<file path="src/hdl/gbs_pkg.sv">
package gbs_pkg;

  localparam int CAPACITY  = 1024;
  localparam int IDX_W     = $clog2(CAPACITY);
  localparam int CNT_W     = $clog2(CAPACITY + 1);
  localparam int MAX_KEPT  = 64;
  localparam int KEPT_W    = $clog2(MAX_KEPT + 1);
  localparam int THR_W     = 11;
  localparam logic [THR_W-1:0] THR_RESET = 11'd461;
  localparam int COORD_W   = 16;
  localparam int SCORE_W   = 16;
  localparam int LABEL_W   = 2;
  localparam int AREA_W    = 2 * COORD_W;
  localparam int UNION_W   = AREA_W + 1;
  localparam int PROD_W    = UNION_W + THR_W;
  localparam int TDATA_W   = 88;

  typedef struct packed {
    logic [COORD_W-1:0] bottom;
    logic [COORD_W-1:0] right;
    logic [COORD_W-1:0] top;
    logic [COORD_W-1:0] left;
  } box_t;

  typedef struct packed {
    box_t               box;
    logic [SCORE_W-1:0] score;
    logic [LABEL_W-1:0] label;
  } entry_t;

  typedef struct packed {
    logic done;
    logic hit;
  } iou_res_t;

endpackage

</file>
<file path="src/hdl/gbs_iou.sv">
module gbs_iou
  import gbs_pkg::*;
(
  input  logic             clk_i,
  input  logic             rst_ni,
  input  logic             start_i,
  input  logic [THR_W-1:0] thr_i,
  input  box_t             box_a_i,
  input  box_t             box_b_i,
  output iou_res_t         res_o
);

  typedef enum logic [6:0] {
    I_IDLE   = 7'b0000001,
    I_AREA_A = 7'b0000010,
    I_AREA_B = 7'b0000100,
    I_INTER  = 7'b0001000,
    I_UNION  = 7'b0010000,
    I_PROD   = 7'b0100000,
    I_CMP    = 7'b1000000
  } iou_state_e;

  iou_state_e state_q, state_d;

  logic [AREA_W-1:0]  area_a_q, area_b_q, inter_q;
  logic [UNION_W-1:0] union_q;
  logic [PROD_W-1:0]  prod_q;

  logic [COORD_W-1:0] aw, ah, bw, bh, iw, ih;
  logic [COORD_W-1:0] ix1, iy1, ix2, iy2;
  logic [UNION_W-1:0] mul_a;
  logic [COORD_W-1:0] mul_b;
  logic [UNION_W+COORD_W-1:0] mul_p;

  function automatic logic [COORD_W-1:0] span(input logic [COORD_W-1:0] lo,
                                               input logic [COORD_W-1:0] hi);
    return (hi > lo) ? hi - lo : '0;
  endfunction

  always_comb begin
    ix1 = (box_a_i.left  > box_b_i.left)   ? box_a_i.left   : box_b_i.left;
    iy1 = (box_a_i.top   > box_b_i.top)    ? box_a_i.top    : box_b_i.top;
    ix2 = (box_a_i.right < box_b_i.right)  ? box_a_i.right  : box_b_i.right;
    iy2 = (box_a_i.bottom < box_b_i.bottom) ? box_a_i.bottom : box_b_i.bottom;
    aw  = span(box_a_i.left, box_a_i.right);
    ah  = span(box_a_i.top, box_a_i.bottom);
    bw  = span(box_b_i.left, box_b_i.right);
    bh  = span(box_b_i.top, box_b_i.bottom);
    iw  = span(ix1, ix2);
    ih  = span(iy1, iy2);
  end

  // one shared multiplier, operands picked by step
  always_comb begin
    mul_a = '0;
    mul_b = '0;
    unique case (state_q)
      I_AREA_A: begin mul_a = UNION_W'(aw); mul_b = ah; end
      I_AREA_B: begin mul_a = UNION_W'(bw); mul_b = bh; end
      I_INTER:  begin mul_a = UNION_W'(iw); mul_b = ih; end
      I_PROD:   begin mul_a = union_q; mul_b = COORD_W'(thr_i); end
      default:  begin mul_a = '0; mul_b = '0; end
    endcase
    mul_p = (UNION_W+COORD_W)'(mul_a) * (UNION_W+COORD_W)'(mul_b);
  end

  always_comb begin
    state_d = state_q;
    res_o   = '0;
    unique case (state_q)
      I_IDLE:   if (start_i) state_d = I_AREA_A;
      I_AREA_A: state_d = I_AREA_B;
      I_AREA_B: state_d = I_INTER;
      I_INTER:  state_d = I_UNION;
      I_UNION:  state_d = I_PROD;
      I_PROD:   state_d = I_CMP;
      I_CMP: begin
        res_o.done = 1'b1;
        // no overlap only counts at a zero threshold
        res_o.hit  = (inter_q == '0) ? (thr_i == '0)
                                     : ({2'b0, inter_q, 10'b0} >= prod_q);
        state_d    = I_IDLE;
      end
      default:  state_d = I_IDLE;
    endcase
  end

  always_ff @(posedge clk_i or negedge rst_ni) begin
    if (!rst_ni) begin
      state_q <= I_IDLE;
    end else begin
      state_q <= state_d;
    end
  end

  always_ff @(posedge clk_i) begin
    if (state_q == I_AREA_A) area_a_q <= mul_p[AREA_W-1:0];
    if (state_q == I_AREA_B) area_b_q <= mul_p[AREA_W-1:0];
    if (state_q == I_INTER)  inter_q  <= mul_p[AREA_W-1:0];
    if (state_q == I_UNION)
      union_q <= UNION_W'(area_a_q) + UNION_W'(area_b_q) - UNION_W'(inter_q);
    if (state_q == I_PROD)   prod_q   <= mul_p[PROD_W-1:0];
  end

endmodule

</file>
<file path="config.mk">
export PLATFORM = sky130hd
export DESIGN_NAME = gbs_iou
export DESIGN_NICKNAME = d
export VERILOG_FILES = /design/src/hdl/gbs_pkg.sv /design/src/hdl/gbs_iou.sv
export SDC_FILE = /design/constraint.sdc
export NUM_CORES = 2
export LEC_CHECK = 0
export BUFFER_PORTS_ARGS = -buffer_cell sky130_fd_sc_hd__buf_4
export CORE_MARGIN = 2
export CORE_UTILIZATION = 45
export CTS_BUF_LIST = sky130_fd_sc_hd__clkbuf_2
export DETAILED_ROUTE_END_ITERATION = 7
export PLACE_DENSITY = 0.64
export SYNTH_ARGS = -nofsm -noshare
export SYNTH_HDL_FRONTEND = slang
export SYNTH_SLANG_ARGS = --single-unit
export TNS_END_PERCENT = 1
</file>
<file path="constraint.sdc">
create_clock -name clk_i -period 22.6 [get_ports clk_i]
set_clock_uncertainty 0.05 [all_clocks]
set_input_delay 1.13 -clock clk_i [delete_from_list [all_inputs] [get_ports clk_i]]
set_output_delay 1.13 -clock clk_i [all_outputs]
set_load 0.1 [all_outputs]
</file>
==> impl_metrics.ini <==
[routing]
wl_met3_mm = 5.53
wl_per_cell_um = 18.9
routedLengthMet1_mm = 37.2
vias = 24800
first_iter_violations = 1888
drtAntennaViolNets = 0
met2_length_mm = 41.3
top_layer_used = met4
routed_wl_mm = 87.4
routed_via_density = 5.38
dr.pass1.iters = 8
drc = 0

[sta]
worstMarginPinSlew_ns = 0.996
final_max_slew_viol_count = 0
setup_viol = 0
finalSetupTns_ns = 0
finalWorstSetupSlack_ns = 10.92
fin_hold_ws_ns = 0.300
rsz0062_at_grt = false
max_freq_mhz = 85.6
finalCritPeriodShare = 0.517
relSlewSlack = 0.336
finalCriticalPeriod_ns = 11.68
hold_violations = 0

[hold_path]
hp-class = in -> reg

[synthesis]
ys_seq_elements = 180
synthFlopType = edfxtp_1
netlist_area_sq_mm = 0.0321
yosysSeqAreaShare = 0.167
avgSynthCellArea_sq_um = 9.15
synth_edf_count = 173
synth_cell_types = 92
yosysWarningCount = 0
synthArstFlopShare = 0.0389
netlist_instances = 3507

[placement]
port_buffers = 143
dp_worst_setup_slack_ns = 10.10
gp_congestion = 0.920
dpl.hpwl_mm = 70.7

[setup_path]
crit_buf_inv = 6
critPathRequiredTime_ns = 23.27
max_stage_delay_ns = 0.64
critPathCaptureType = flip-flop
r2r_slack_ns = 12.36
critPathKind = in -> reg
crit_top_cell = fa_1
cp_max_fo = 16
crit_slowest_cell = o211a_1
crit_family = compound AO/OA/AOI/OAI gates
cp-start-kind = input port
arrival_ns = 12.35

[floorplan]
die_x_um = 271
coreArea_sq_mm = 0.0703
die_h_um = 271
dieArea_sq_mm = 0.0734
io_pins = 144
start_util = 0.456
rows = 97

[cts]
clkSinkCount = 180
cts_setup_buffers = 0
cts_buffer_depth = 2
root_buffer = clkbuf_2
h-tree-depth = 4
clk_latency_ns = 0.95
path_clk_slew_ns = 0.32
numCtsBuffers = 17
cts_tree = yes

[global_route]
antenna_found_initial = 1
gr-total-overflow = 0
grt_max_degree = 63
grt_pass1_wl_mm = 141
grt_pass1_vias = 26000
grt_usage = 0.246

[flow_run]
cap_viol_max_count = 0

[cells_and_area]
layout.nets = 4588
area_delta_synth_final_pct = 8.08
final_layout_size_suffix_gt1_frac = 0.0750

[power]
p_per_area_mw_per_mm2 = 47.2
peakVddDrop_uv = 34.7
finalPower_mw = 1.64
p_leak_nw = 16.4

[outcome]
status = completed
-- per-layer routing --
| metal | up-vias | track usage |
|---|---|---|
| met1 | 12300 | 0.319 |
| met3 | 173 | 0.0413 |
| met5 | - | 0 |
| met2 | 787 | 0.410 |
| li1 | 11600 | - |
| met4 | 0 | 0.0945 |
-- cell usage after synthesis (17+ instances only) --
| cell type | n | area share |
|---|---|---|
| inv_1 | 765 | 0.090 |
| fa_1 | 462 | 0.29 |
| nand2_1 | 383 | 0.045 |
| ha_1 | 318 | 0.12 |
| edfxtp_1 | 173 | 0.16 |
| a21oi_1 | 171 | 0.027 |
| nor2_1 | 156 | 0.018 |
| xnor2_1 | 91 | 0.025 |
| a21o_1 | 82 | 0.019 |
| and2_1 | 75 | 0.015 |
| o21ai_0 | 74 | 0.012 |
| nor2b_1 | 54 | 0.011 |
| xor2_1 | 51 | 0.014 |
| clkbuf_1 | 44 | 0.0051 |
| buf_2 | 42 | 0.0066 |
| o21a_1 | 42 | 0.0098 |
| nand2b_1 | 37 | 0.0072 |
| nand4_1 | 37 | 0.0072 |
| mux2i_1 | 33 | 0.010 |
| mux2_2 | 32 | 0.011 |
| nand3_1 | 32 | 0.0050 |
| nor3_1 | 28 | 0.0044 |
| o21bai_1 | 22 | 0.0051 |
| o211ai_1 | 19 | 0.0044 |
| a31oi_1 | 17 | 0.0033 |
| nor4_1 | 17 | 0.0033 |
-- layout make-up --
class	instances	area (sq um)
multi-input combinational	2535	23700
clock inverter	14	169
antenna	1	2.50
timing repair buffer	167	1260
clock buffer	18	90.1
tap	940	1180
inverter	765	2870
sequential	180	5370
fill	6710	35600
-- stage by stage --
step | instances | utilization | instance area, sq um
after global routing | 4620 | 0.493 | 34700
after CTS | 4619 | 0.493 | 34700
after global placement | 4586 | 0.489 | 34400
after detailed placement | 4586 | 0.489 | 34400
final | 4620 | 0.493 | 34700
after floorplan | 3575 | - | 32300
-- cells by family after synthesis --
kind of cell | share of synthesized area
compound gates | 0.125
fa+ha+maj | 0.412
simple gates | 0.132
mux | 0.0215
other cells | 0.000234
flops | 0.167
xor+xnor | 0.0388
buf+inv | 0.103
-- worst paths after layout --
kind	startpoint	end	depth (start not counted)
max	box_a_i[49]	prod_q[43]$_DFFE_PN_	42
min	start_i	state_q[1]$_DFFE_PN0P_	3
max reg2reg	state_q[3]$_DFFE_PN0P_	prod_q[43]$_DFFE_PN_	29
min reg2reg	state_q[4]$_DFFE_PN0P_	state_q[1]$_DFFE_PN0P_	1
max in group asynchronous	rst_ni	state_q[0]$_DFFE_PN1P_	2
min in group asynchronous	rst_ni	state_q[4]$_DFFE_PN0P_	2
-- layout by cell type, fill, tap and decap left out, types with 14 or more instances in the layout --
| master | count |
|---|---|
| buf_4 | 166 |
| o21bai_1 | 22 |
| a21o_1 | 82 |
| o211ai_1 | 19 |
| nor2b_1 | 54 |
| xor2_1 | 51 |
| a211oi_1 | 14 |
| nand2_1 | 383 |
| and2_1 | 75 |
| xnor2_1 | 91 |
| o21ai_0 | 74 |
| nor3_1 | 28 |
| a21oi_1 | 171 |
| nand4_1 | 37 |
| nand3_1 | 32 |
| nand2b_1 | 37 |
| ha_1 | 318 |
| nor2_1 | 156 |
| nor4_1 | 17 |
| fa_1 | 462 |
| o21a_1 | 42 |
| a221o_1 | 14 |
| clkbuf_2 | 18 |
| inv_1 | 765 |
| a31oi_1 | 17 |
| mux2i_1 | 33 |
| edfxtp_1 | 173 |
| conb_1 | 70 |
| mux2_2 | 32 |
-- power breakdown --
group | internal, mW | switching, mW
logic | 0.396 | 0.610
registers | 0.426 | 0.0122
clock network | 0.0642 | 0.127
-- timing repair --
action,CTS,global route
gates resized for setup,0,0
endpoints found under the hold margin,7,0
hold buffers,1,0
-- sequential cells by signal, indices dropped and copies added (netlist names) --
register,flops
state_q,7
area_b_q,32
inter_q,32
area_a_q,32
prod_q,44
union_q,33
-- worst reg2reg max path: cells and delay by family (launching register included) --
family,cells,cell delay [ns]
AND/OR/NAND/NOR,7,2.51
flip-flops,1,0.59
AO/OA/AOI/OAI,7,2.36
XOR/XNOR,1,0.08
buffers and inverters,7,0.98
adder cells (fa/ha/maj),7,3.45
Note: power is estimated with default switching activity, not from simulation.
